===== src/rtl/core/rpcfd_pkg.sv =====
`default_nettype none
package rpcfd_pkg;

	localparam int unsigned MIN_FRAME_LENGTH = 23;
	localparam int unsigned FIELD_W = 13;

	localparam logic [2:0] KIND_HEADER   = 3'd0;
	localparam logic [2:0] KIND_ID       = 3'd1;
	localparam logic [2:0] KIND_METHOD   = 3'd2;
	localparam logic [2:0] KIND_PAYLOAD  = 3'd3;
	localparam logic [2:0] KIND_TRAILER  = 3'd4;
	localparam logic [2:0] KIND_OVERFLOW = 3'd5;

	localparam logic REG_START_MARKER = 1'b0;
	localparam logic REG_END_MARKER   = 1'b1;

	typedef struct packed {
		logic       tick;
		logic [7:0] data;
	} cmd_t;

	typedef struct packed {
		logic [2:0]         kind;
		logic [7:0]         data_byte;
		logic [7:0]         msg_type;
		logic [12:0]        frame_length;
		logic [12:0]        id_length;
		logic [12:0]        method_length;
		logic [12:0]        payload_length;
		logic signed [31:0] error_code;
		logic [31:0]        checksum;
		logic               frame_ok;
		logic               last;
	} res_t;

endpackage
`default_nettype wire


===== src/rtl/core/rpcfd_front.sv =====
`default_nettype none
module rpcfd_front (
	input  logic               clk,
	input  logic               arst_n,
	input  logic               push,
	input  logic               command,
	input  logic [7:0]         in_byte,
	output logic               full,
	output logic               cmd_valid,
	output rpcfd_pkg::cmd_t    cmd,
	input  logic               cmd_pop
);
	import rpcfd_pkg::*;

	cmd_t       buf_q [2];
	logic       wr_q;
	logic       rd_q;
	logic [1:0] cnt_q;
	logic       do_push;
	logic       do_pop;

	assign full      = (cnt_q == 2'd2);
	assign cmd_valid = (cnt_q != 2'd0);
	assign cmd       = buf_q[rd_q];
	assign do_push   = push && !full;
	assign do_pop    = cmd_pop && cmd_valid;

	always_ff @(posedge clk) begin
		if (do_push) begin
			buf_q[wr_q] <= '{tick: command, data: in_byte};
		end
	end

	always_ff @(posedge clk or negedge arst_n) begin
		if (!arst_n) begin
			wr_q  <= 1'b0;
			rd_q  <= 1'b0;
			cnt_q <= 2'd0;
		end else begin
			if (do_push) wr_q <= ~wr_q;
			if (do_pop) rd_q <= ~rd_q;
			case ({do_push, do_pop})
				2'b10:   cnt_q <= cnt_q + 2'd1;
				2'b01:   cnt_q <= cnt_q - 2'd1;
				default: cnt_q <= cnt_q;
			endcase
		end
	end

endmodule
`default_nettype wire


===== config.mk =====
export PLATFORM = sky130hd
export DESIGN_NAME = rpcfd_front
export DESIGN_NICKNAME = d
export VERILOG_FILES = /design/src/rtl/core/rpcfd_pkg.sv /design/src/rtl/core/rpcfd_front.sv
export SDC_FILE = /design/constraint.sdc
export NUM_CORES = 1
export LEC_CHECK = 0
export ABC_AREA = 0
export CAP_MARGIN = 20
export CORE_ASPECT_RATIO = 1.2
export CORE_MARGIN = 3
export CORE_UTILIZATION = 45
export CTS_CLUSTER_SIZE = 25
export DETAILED_ROUTE_END_ITERATION = 10
export DONT_BUFFER_PORTS = 1
export PLACE_DENSITY = 0.69
export SKIP_CTS_REPAIR_TIMING = 1
export SLEW_MARGIN = 5
export SYNTH_ARGS = -nofsm -noshare
export SYNTH_HDL_FRONTEND = slang
export SYNTH_SLANG_ARGS = --single-unit

===== constraint.sdc =====
create_clock -name clk -period 2.6 [get_ports clk]
set_input_delay 0.39 -clock clk [delete_from_list [all_inputs] [get_ports clk]]
set_output_delay 0.39 -clock clk [all_outputs]
set_load 0.01 [all_outputs]

==> insert_results.sql, run 1 <==
INSERT INTO impl_metrics (metric_group, metric, value, unit) VALUES
('placed_design', 'gp_congestion', '0.7134', ''),
('sta', 'slew_headroom', '52.63', '%'),
('power_and_ir_drop', 'power.share.clock', '15.1', '%'),
('setup_path', 'crit_required', '2.21', 'ns'),
('sta', 'fin_worst_skew', '0.0009199', 'ns'),
('detailed_routing', 'drcViolationCount', '0', ''),
('synthesis', 'synth.yosys.seq_area_share', '75.74', '%'),
('clocking', 'cts_bufs_inserted', '3', ''),
('die', 'initial_core_util', '49.71', '%'),
('power_and_ir_drop', 'switching_power', '0.3177', 'mW'),
('grt', 'grt_max_degree', '13', ''),
('clocking', 'cts_htree_levels', '1', ''),
('synthesis', 'syn_avg_cell_area', '18.39', 'µm²'),
('cells_and_area', 'num_antenna_cells', '0', ''),
('sta', 'worst-slew-pin-transition', '0.7080', 'ns'),
('grt', 'first_global_vias', '444', ''),
('sta', 'hold_violations', '0', ''),
('clocking', 'clock_insertion_delay_worst_skew', '0.29', 'ns'),
('setup_path', 'critical_path_class', 'flop to output pin', ''),
('detailed_routing', 'detail_route.first_pass.iterations', '5', ''),
('placed_design', 'placement.setup.worst_slack', '0.9057', 'ns'),
('grt', 'total_grt_overflow', '0', ''),
('detailed_routing', 'wl', '1.245', 'mm'),
('setup_path', 'reg2reg_setup_slack', '0.95', 'ns'),
('die', 'top_level_port_count', '24', ''),
('power_and_ir_drop', 'logic_pwr_share', '29.1', '%'),
('cells_and_area', 'final_layout_size_suffix_gt1_share', '26.00', '%'),
('clocking', 'tritoncts', 'built', ''),
('cells_and_area', 'post_layout_nonfiller_instances', '68', ''),
('synthesis', 'netlist-cell-type-count', '14', ''),
('cells_and_area', 'fillerInstances', '133', ''),
('die', 'die_w', '45.58', 'µm'),
('synthesis', 'synth_nets', '60', ''),
('min_path', 'hold-path-cell-count', '0', ''),
('synthesis', 'synth.area.top_cells', 'edfxtp_1 64%, mux2_2 12%, dfrtp_1 12%', ''),
('sta', 'tns', '0', 'ns'),
('clocking', 'clk_pin_slew_worst_paths', '0.11', 'ns'),
('die', 'design.die.area', '2438', 'µm²'),
('grt', 'global_route.usage.total', '11.92', '%'),
('detailed_routing', 'routed-via-count', '377', ''),
('detailed_routing', 'first_iter_violations', '4', ''),
('cells_and_area', 'syn_to_final_growth', '6.361', '%'),
('setup_path', 'timing.critical_path.cells', 'mux2_2', ''),
('setup_path', 'reg2reg_depth', '3', ''),
('power_and_ir_drop', 'leakagePower', '0.3209', 'nW'),
('sta', 'finalSetupViolations', '0', ''),
('run', 'drv.max_cap_violation_count', '0', ''),
('sta', 'final.min_clock_period', '1.729', 'ns'),
('min_path', 'timing.hold.worst.class', 'input pin to flop', ''),
('setup_path', 'reg_to_reg_endpoint', 'buf_q[0][4]', ''),
('clocking', 'ctsLongestPathBuffers', '2', ''),
('setup_path', 'cpPeakStageDelay', '0.62', 'ns'),
('setup_path', 'cp_max_fo', '10', ''),
('sta', 'final-max-slew-violation-count', '0', ''),
('power_and_ir_drop', 'p_sw_share', '31.65', '%'),
('synthesis', 'synth_area', '845.8', 'µm²'),
('placed_design', 'placement.io_buffers', '0', ''),
('setup_path', 'slowest_stage', 'dfrtp_1', ''),
('detailed_routing', 'antenna_violating_nets_post_route', '0', ''),
('setup_path', 'startpoint_type', 'flop', ''),
('setup_path', 'reg2reg_from', 'cnt_q[0]', ''),
('status', 'outcome', 'complete, no violations', ''),
('placed_design', 'placed_cells', '63', ''),
('setup_path', 'crit_arrival', '1.34', 'ns'),
('setup_path', 'cp_capture_type', 'output pin', ''),
('grt', 'grt_pass1_wl', '1.994', 'mm'),
('min_path', 'holdCritStartpoint', 'in_byte[2]', ''),
('placed_design', 'detailedPlacementHpwl', '938.2', 'µm'),
('synthesis', 'synth.yosys.warnings', '0', ''),
('cells_and_area', 'final_nets', '65', ''),
('die', 'design.core.area', '1702', 'µm²');
[power by group through the flow]
stage / clock network, mW / logic, mW / registers, mW
finish: 0.151 / 0.292 / 0.561
global route: 0.168 / 0.322 / 0.577
CTS: 0.155 / 0.299 / 0.565
detailed placement: 0 / 0.296 / 0.572
global placement: 0 / 0.281 / 0.560
floorplan: 0 / 0.279 / 0.527
[cells by family (layout without fill, tap and decap cells)]
| kind of cell | count (synthesis) | count (layout) | synth area share (%) |
|---|---|---|---|
| simple gates | 7 | 7 | 4.587 |
| buf+inv | 2 | 6 | 1.035 |
| mux | 9 | 9 | 11.98 |
| xor+xnor | 5 | 5 | 5.178 |
| flops | 22 | 22 | 75.74 |
| fa+ha+maj | 1 | 1 | 1.479 |
[final cells by class]
type	instances	area, µm²	share of cell area [%]
flip-flops and latches	22	640.6	71.21
well taps	18	22.52	2.503
clock buffers	4	26.28	2.921
repair buffers	1	10.01	1.113
inverters	1	3.754	0.4172
multi-input cells	22	196.4	21.84
[metrics by stage]
stage	util [%]	hold slack (ns)	total power, mW
floorplan	-	0.09441	0.8055
global placement	50.74	0.09453	0.8416
detailed placement	50.74	0.09453	0.8680
CTS	52.28	-0.2322	1.018
global route	52.87	0.1618	1.067
finish	52.87	0.1841	1.004
[sequential cells by signal, indices dropped and copies added, names as in the netlist]
name	flops
cnt_q	2
wr_q	1
buf_q	18
rd_q	1
[cells in the mapped netlist, drive strengths merged]
| cell type | count |
|---|---|
| and2 | 1 |
| and3 | 1 |
| buf | 1 |
| dfrtp | 4 |
| edfxtp | 18 |
| ha | 1 |
| inv | 1 |
| mux2 | 9 |
| nand2 | 1 |
| nand2b | 1 |
| nor2 | 2 |
| or2 | 1 |
| xnor2 | 3 |
| xor2 | 2 |
[metal layers]
| metal | GRT usage [%] | vias to the layer above | wire [µm] |
|---|---|---|---|
| met2 | 20.00 | 19 | 651 |
| met5 | 0 | - | 0 |
| met3 | 4.762 | 2 | 125 |
| met1 | 12.56 | 184 | 458 |
| met4 | 5.854 | 0 | 9 |
| li1 | - | 172 | - |
[placed cells by master, fill, tap and decap left out, drive strengths merged]
cell type    count
nand2            1
and2             1
mux2             9
ha               1
dlygate4sd3      1
and3             1
edfxtp          18
nor2             2
xor2             2
nand2b           1
or2              1
inv              1
clkbuf           4
xnor2            3
dfrtp            4
[worst max-delay path by stage]
stage | startpoint | end | cells after the start
floorplan | cnt_q[0] | cnt_q[1] | 5
global placement | cnt_q[0] | buf_q[0][5] | 3
detailed placement | cnt_q[0] | buf_q[0][4] | 3
CTS | rd_q | cmd[2] | 1
global route | rd_q | cmd[6] | 1
finish | rd_q | cmd[6] | 1
Power figures use the tool's default switching activity.
==> inputs of run 2 (changes only) <==
--- a/config.mk
+++ b/config.mk
@@ -13,7 +13,7 @@
 export CTS_CLUSTER_SIZE = 25
 export DETAILED_ROUTE_END_ITERATION = 10
 export DONT_BUFFER_PORTS = 1
-export PLACE_DENSITY = 0.69
+export PLACE_DENSITY = 0.71
 export SKIP_CTS_REPAIR_TIMING = 1
 export SLEW_MARGIN = 5
 export SYNTH_ARGS = -nofsm -noshare
==> constraint.sdc (replaced) <==
create_clock -name clk -period 1.5 [get_ports clk]
set_input_delay 0.225 -clock clk [delete_from_list [all_inputs] [get_ports clk]]
set_output_delay 0.225 -clock clk [all_outputs]
set_load 0.01 [all_outputs]
==> run 2 against run 1 <==
The flow now finishes with violations (setup timing). Sequential share of layout area fell by 12 points. Flip-flop and latch count stayed put. Power increased by 100%. Hold slack got worse by 0.045 ns.
==> insert_results.sql, run 2 (same netlist as run 1, synthesis figures left out) <==
INSERT INTO impl_metrics (metric_group, metric, value, unit) VALUES
('clocking', 'clk_pin_slew_worst_paths', '0.11', 'ns'),
('setup_path', 'reg2reg_from', 'cnt_q[0]', ''),
('sta', 'rsz_0062_raised_after_global_routing', 'true', ''),
('sta', 'finalSetupViolations', '1', ''),
('detailed_routing', 'detail_route.first_pass.iterations', '1', ''),
('placed_design', 'detailedPlacementHpwl', '1.056', 'mm'),
('status', 'failed_checks', 'setup timing', ''),
('setup_path', 'cpPeakStageDelay', '0.43', 'ns'),
('cells_and_area', 'leading_cell_type_in_the_layout_fill_and_taps_excluded', 'edfxtp_1', ''),
('grt', 'global_route.usage.total', '11.94', '%'),
('detailed_routing', 'avgRoutedWirePerCell', '16.39', 'µm'),
('detailed_routing', 'via_per_instance_ratio', '5.024', ''),
('grt', 'grt-busiest-layer', 'met2', ''),
('die', 'die_w', '45.58', 'µm'),
('setup_path', 'reg2reg_setup_slack', '-0.01', 'ns'),
('sta', 'fin_worst_skew', '0.006704', 'ns'),
('die', 'height_of_the_die', '53.49', 'µm'),
('placed_design', 'placement.io_buffers', '0', ''),
('cells_and_area', 'largest_register', 'buf_q', ''),
('sta', 'worst-slew-pin-transition', '0.2269', 'ns'),
('grt', 'grtUsageMet1', '10.18', '%'),
('sta', 'period_share', '101.0', '%'),
('power_and_ir_drop', 'power.total', '2.016', 'mW'),
('setup_path', 'reg_to_reg_endpoint', 'cnt_q[1]', ''),
('power_and_ir_drop', 'powerDensity', '1855', 'nW/µm²'),
('grt', 'first_global_vias', '461', ''),
('detailed_routing', 'first_iter_violations', '0', ''),
('cells_and_area', 'syn_to_final_growth', '28.55', '%'),
('cells_and_area', 'fillerInstances', '120', ''),
('die', 'design.die.area', '2438', 'µm²'),
('sta', 'finalWorstSetupSlack', '-0.01457', 'ns'),
('cells_and_area', 'area_used_by_multi_input_combinational_logic', '219.0', 'µm²'),
('clocking', 'clock_insertion_delay_worst_skew', '0.29', 'ns'),
('grt', 'grtUsageMet3', '6.803', '%'),
('setup_path', 'cp_max_fo', '4', ''),
('power_and_ir_drop', 'irDropWorstVdd', '0.001163', 'V'),
('cells_and_area', 'num_antenna_cells', '0', ''),
('setup_path', 'startpoint_type', 'flop', ''),
('min_path', 'timing.hold.worst.class', 'input pin to flop', ''),
('cells_and_area', 'final_area', '1087', 'µm²'),
('detailed_routing', 'wl', '1.393', 'mm'),
('clocking', 'tritoncts', 'built', ''),
('cells_and_area', 'final_layout_size_suffix_gt1_share', '38.81', '%'),
('sta', 'final.min_clock_period', '1.515', 'ns'),
('die', 'design.core.area', '1702', 'µm²'),
('placed_design', 'placement.setup.worst_slack', '-0.03480', 'ns'),
('die', 'floorplan.rows', '16', ''),
('setup_path', 'slowest_stage', 'dfrtp_1', ''),
('detailed_routing', 'drcViolationCount', '0', ''),
('setup_path', 'critical_path_class', 'flop to flop', ''),
('setup_path', 'crit_required', '1.69', 'ns'),
('grt', 'antenna_found_initial', '0', ''),
('sta', 'slew_headroom', '84.88', '%'),
('cells_and_area', 'final_nets', '82', ''),
('setup_path', 'timing.critical_path.cells', 'or2_1 > and2_4 > ha_4 > xnor2_2 > nor2_1 > xor2_1', ''),
('min_path', 'hold-path-cell-count', '2', ''),
('clocking', 'cts_bufs_inserted', '3', ''),
('min_path', 'holdCritStartpoint', 'push', ''),
('grt', 'total_grt_overflow', '0', ''),
('cells_and_area', 'final_core_util', '63.90', '%'),
('sta', 'final-max-slew-violation-count', '0', ''),
('cells_and_area', 'register_area', '641.9', 'µm²'),
('die', 'initial_core_util', '49.71', '%'),
('clocking', 'cts_sinks', '22', ''),
('grt', 'grt_max_degree', '13', ''),
('cells_and_area', 'layout_top_registers', 'buf_q: 18 flops, cnt_q: 2 flops', ''),
('setup_path', 'crit_arrival', '1.70', 'ns'),
('setup_path', 'reg2reg_depth', '6', ''),
('cells_and_area', 'mostFrequentLayoutCells', '18 x edfxtp_1, 10 x dlygate4sd3_1, 9 x mux2_2, 7 x buf_4', ''),
('status', 'outcome', 'complete, but fails checks', ''),
('setup_path', 'count_of_buffering_cells_on_the_critical_path_with_inverters_included', '0', ''),
('placed_design', 'gp_congestion', '0.6397', ''),
('detailed_routing', 'routed-via-count', '427', ''),
('min_path', 'worst_hold_path.endpoint', 'wr_q', ''),
('setup_path', 'cp_capture_type', 'flop', ''),
('grt', 'grt_pass1_wl', '2.028', 'mm'),
('die', 'top_level_port_count', '24', ''),
('sta', 'max_freq', '660.3', 'MHz'),
('power_and_ir_drop', 'leakagePower', '0.4106', 'nW'),
('setup_path', 'critical_path.top_delay_family', 'simple AND/OR/NAND/NOR gates', ''),
('run', 'drv.max_cap_violation_count', '0', ''),
('clocking', 'clock_tree.root_cell', 'clkbuf_4', ''),
('placed_design', 'detailed_place.area', '908.4', 'µm²'),
('clocking', 'ctsLongestPathBuffers', '2', ''),
('sta', 'hold_violations', '0', ''),
('grt', 'met2_capacity_usage_during_global_routing', '23.26', '%'),
('detailed_routing', 'antenna_violating_nets_post_route', '0', ''),
('cells_and_area', 'largest_register_ff_count', '18', ''),
('clocking', 'cts_htree_levels', '1', '');
run 2: layout make-up:
class	count	area share, %
flip-flops and latches	22	59.03
inverters	1	0.3452
multi-input cells	22	20.14
clock buffers	4	3.337
repair buffers	18	15.07
well taps	18	2.071
run 2: worst register-to-register path: stages, from the launching register on:
cell and delay [ns]:
dfrtp_1 0.43, or2_1 0.27, and2_4 0.16, ha_4 0.16, xnor2_2 0.16, nor2_1 0.07, xor2_1 0.15
run 2: per-layer routing:
| layer | wire (µm) | up-vias |
|---|---|---|
| li1 | - | 208 |
| met1 | 467 | 204 |
| met2 | 804 | 15 |
| met3 | 120 | 0 |
| met4 | 0 | 0 |
| met5 | 0 | - |
run 2: worst max-delay path by stage:
stage | cells past startpoint | slack [ns] | startpoint | to
global route | 6 | -0.06 | cnt_q[0] | cnt_q[1]
detailed placement | 6 | -0.03 | cnt_q[0] | cnt_q[1]
global placement | 5 | 0.07 | cnt_q[0] | cnt_q[1]
finish | 6 | -0.01 | cnt_q[0] | cnt_q[1]
floorplan | 5 | 0.04 | cnt_q[0] | cnt_q[1]
CTS | 1 | -0.07 | rd_q | cmd[8]
run 2: power breakdown:
part / internal (mW) / total (mW) / leakage [nW] / switching (mW)
Combinational: 0.404 / 0.755 / 0.177 / 0.351
Clock: 0.148 / 0.300 / 0.0210 / 0.153
Sequential: 0.854 / 0.961 / 0.213 / 0.107
Total: 1.41 / 2.02 / 0.411 / 0.611
run 2: through the flow:
| stage | TNS [ns] | std cells | hold slack [ns] |
|---|---|---|---|
| 4_1_cts | -0.6930 | 73 | -0.3969 |
| 3_3_place_gp | 0 | 69 | -0.07048 |
| 6_report | -0.01457 | 85 | 0.1393 |
| 3_5_place_dp | -0.03480 | 69 | -0.07048 |
| 5_1_grt | -0.1722 | 85 | 0.1220 |
| 2_1_floorplan | 0 | 46 | -0.07059 |
==> inputs of run 3 (changes only) <==
==> constraint.sdc (replaced) <==
create_clock -name clk -period 1.5 [get_ports clk]
set_input_delay 0.3 -clock clk [delete_from_list [all_inputs] [get_ports clk]]
set_output_delay 0.3 -clock clk [all_outputs]
set_load 0.01 [all_outputs]
==> run 3 against run 2 <==
The flow now finishes without violations. Clock-buffer cell count stayed put. Power increased by 1.1%. Hold slack got worse by 0.040 ns. Via count shrank 5.9%. Maximum frequency up 2.4%. Final area decreased by 6.8%. Clock skew shrank 0.0038 ns. Core utilization shrank 4.3 points.
==> insert_results.sql, run 3 (same netlist as run 1, synthesis figures left out) <==
INSERT INTO impl_metrics (metric_group, metric, value, unit) VALUES
('sta', 'tns', '0', 'ns'),
('setup_path', 'reg2reg_setup_slack', '0.02', 'ns'),
('sta', 'rsz_0062_raised_after_global_routing', 'true', ''),
('min_path', 'hold-path-cell-count', '0', ''),
('placed_design', 'placement.setup.worst_slack', '-0.03480', 'ns'),
('clocking', 'ctsLongestPathBuffers', '2', ''),
('setup_path', 'critical_path_class', 'flop to output pin', ''),
('setup_path', 'startpoint_type', 'flop', ''),
('sta', 'final-max-slew-violation-count', '0', ''),
('detailed_routing', 'wl', '1.336', 'mm'),
('grt', 'antenna_found_initial', '0', ''),
('sta', 'finalWorstSetupSlack', '0.02156', 'ns'),
('die', 'design.die.area', '2438', 'µm²'),
('grt', 'global_route.usage.total', '11.94', '%'),
('setup_path', 'cp_max_fo', '5', ''),
('cells_and_area', 'num_antenna_cells', '0', ''),
('setup_path', 'slowest_stage', 'dfrtp_2', ''),
('setup_path', 'reg_to_reg_endpoint', 'cnt_q[1]', ''),
('detailed_routing', 'antenna_violating_nets_post_route', '0', ''),
('sta', 'finalSetupViolations', '0', ''),
('die', 'initial_core_util', '49.71', '%'),
('clocking', 'cts_htree_levels', '1', ''),
('placed_design', 'detailed_place.area', '908.4', 'µm²'),
('clocking', 'cts_sinks', '22', ''),
('clocking', 'clk_pin_slew_worst_paths', '0.11', 'ns'),
('detailed_routing', 'first_iter_violations', '2', ''),
('cells_and_area', 'syn_to_final_growth', '19.82', '%'),
('status', 'outcome', 'complete, no violations', ''),
('placed_design', 'placed_cells', '69', ''),
('sta', 'max_freq', '676.4', 'MHz'),
('cells_and_area', 'final_layout_size_suffix_gt1_share', '45.00', '%'),
('cells_and_area', 'area_used_by_multi_input_combinational_logic', '220.2', 'µm²'),
('cells_and_area', 'final_nets', '75', ''),
('sta', 'worst-slew-pin-transition', '0.1845', 'ns'),
('clocking', 'clock_insertion_delay_worst_skew', '0.29', 'ns'),
('min_path', 'worst_hold_path.endpoint', 'buf_q[0][6]', ''),
('placed_design', 'detailedPlacementHpwl', '1.056', 'mm'),
('detailed_routing', 'via_per_instance_ratio', '5.154', ''),
('setup_path', 'crit_required', '1.20', 'ns'),
('detailed_routing', 'routed-via-count', '402', ''),
('sta', 'slew_headroom', '87.65', '%'),
('grt', 'total_grt_overflow', '0', ''),
('cells_and_area', 'largest_register', 'buf_q', ''),
('sta', 'period_share', '98.56', '%'),
('cells_and_area', 'mostFrequentLayoutCells', '18 x edfxtp_1, 9 x buf_4, 8 x mux2_2, 3 x clkbuf_4, 3 x dfrtp_1', ''),
('power_and_ir_drop', 'irDropWorstVdd', '0.001337', 'V'),
('grt', 'grt_max_degree', '13', ''),
('grt', 'first_global_vias', '461', ''),
('clocking', 'cts_bufs_inserted', '3', ''),
('cells_and_area', 'final_area', '1013', 'µm²'),
('cells_and_area', 'leading_cell_type_in_the_layout_fill_and_taps_excluded', 'edfxtp_1', ''),
('cells_and_area', 'final_core_util', '59.56', '%'),
('detailed_routing', 'avgRoutedWirePerCell', '17.13', 'µm'),
('placed_design', 'gp_congestion', '0.6397', ''),
('cells_and_area', 'register_area', '641.9', 'µm²'),
('setup_path', 'reg2reg_from', 'cnt_q[1]', ''),
('cells_and_area', 'layout_top_registers', 'buf_q: 18 flops, cnt_q: 2 flops', ''),
('setup_path', 'timing.critical_path.cells', 'buf_4 > mux2_2', ''),
('setup_path', 'reg2reg_depth', '7', ''),
('power_and_ir_drop', 'leakagePower', '0.3859', 'nW'),
('run', 'drv.max_cap_violation_count', '0', ''),
('min_path', 'timing.hold.worst.class', 'input pin to flop', ''),
('detailed_routing', 'drcViolationCount', '0', ''),
('cells_and_area', 'post_layout_nonfiller_instances', '78', ''),
('setup_path', 'cp_capture_type', 'output pin', ''),
('die', 'design.core.area', '1702', 'µm²'),
('setup_path', 'crit_arrival', '1.18', 'ns'),
('cells_and_area', 'largest_register_ff_count', '18', ''),
('grt', 'grt_pass1_wl', '2.028', 'mm'),
('die', 'floorplan.rows', '16', ''),
('setup_path', 'cpPeakStageDelay', '0.38', 'ns'),
('detailed_routing', 'detail_route.first_pass.iterations', '3', ''),
('placed_design', 'placement.io_buffers', '0', ''),
('clocking', 'clock_tree.root_cell', 'clkbuf_4', ''),
('sta', 'final.min_clock_period', '1.478', 'ns'),
('die', 'die_w', '45.58', 'µm'),
('power_and_ir_drop', 'powerDensity', '2012', 'nW/µm²'),
('die', 'height_of_the_die', '53.49', 'µm'),
('sta', 'hold_violations', '0', ''),
('cells_and_area', 'fillerInstances', '129', ''),
('clocking', 'tritoncts', 'built', ''),
('sta', 'fin_worst_skew', '0.002946', 'ns'),
('min_path', 'holdCritStartpoint', 'in_byte[6]', ''),
('die', 'top_level_port_count', '24', '');
-- run 3: changes by cell type in the layout (fill, tap and decap cells not counted), sizes merged --
| cell | delta |
|---|---|
| dlygate4sd3 | -9 |
| buf | +2 |
-- run 3: final cells by class --
type,instances,area share (%)
clock buffer,4,3.580
multi-input combinational,22,21.73
inverter,1,0.3704
timing repair buffer,11,8.765
sequential,22,63.33
tap,18,2.222
-- run 3: critical path: cells and delay by family (launching register included) --
kind / cells / cell delay (ns)
buffers and inverters: 1 / 0.14
muxes: 1 / 0.37
DFF: 1 / 0.38
-- run 3: how the worst max path moves through the flow --
stage / slack (ns) / from / to
after CTS: -0.15 / rd_q / cmd[8]
after floorplan: 0.04 / cnt_q[0] / cnt_q[1]
after global placement: 0.07 / cnt_q[0] / cnt_q[1]
after detailed placement: -0.03 / cnt_q[0] / cnt_q[1]
final: 0.02 / rd_q / cmd[3]
after global routing: -0.06 / cnt_q[1] / cnt_q[1]
-- run 3: through the flow --
stage	hold slack (ns)	total power, mW
final	0.09911	2.039
after global routing	0.07536	2.162
after CTS	-0.3219	1.901
after detailed placement	0.004520	1.599
after global placement	0.004519	1.544
after floorplan	0.004409	1.396
-- run 3: metal layers --
layer / track usage [%] / wire (µm) / vias to the layer above
li1: - / - / 193
met4: 1.463 / 0 / 0
met1: 10.18 / 431 / 194
met2: 23.26 / 778 / 15
met5: 0 / 0 / -
met3: 6.803 / 126 / 0
-- run 3: where the power goes --
part	internal, mW	switching (mW)	leakage, nW
clock network	0.148	0.156	0.0210
registers	0.854	0.0650	0.213
logic	0.426	0.390	0.152
total	1.43	0.611	0.386
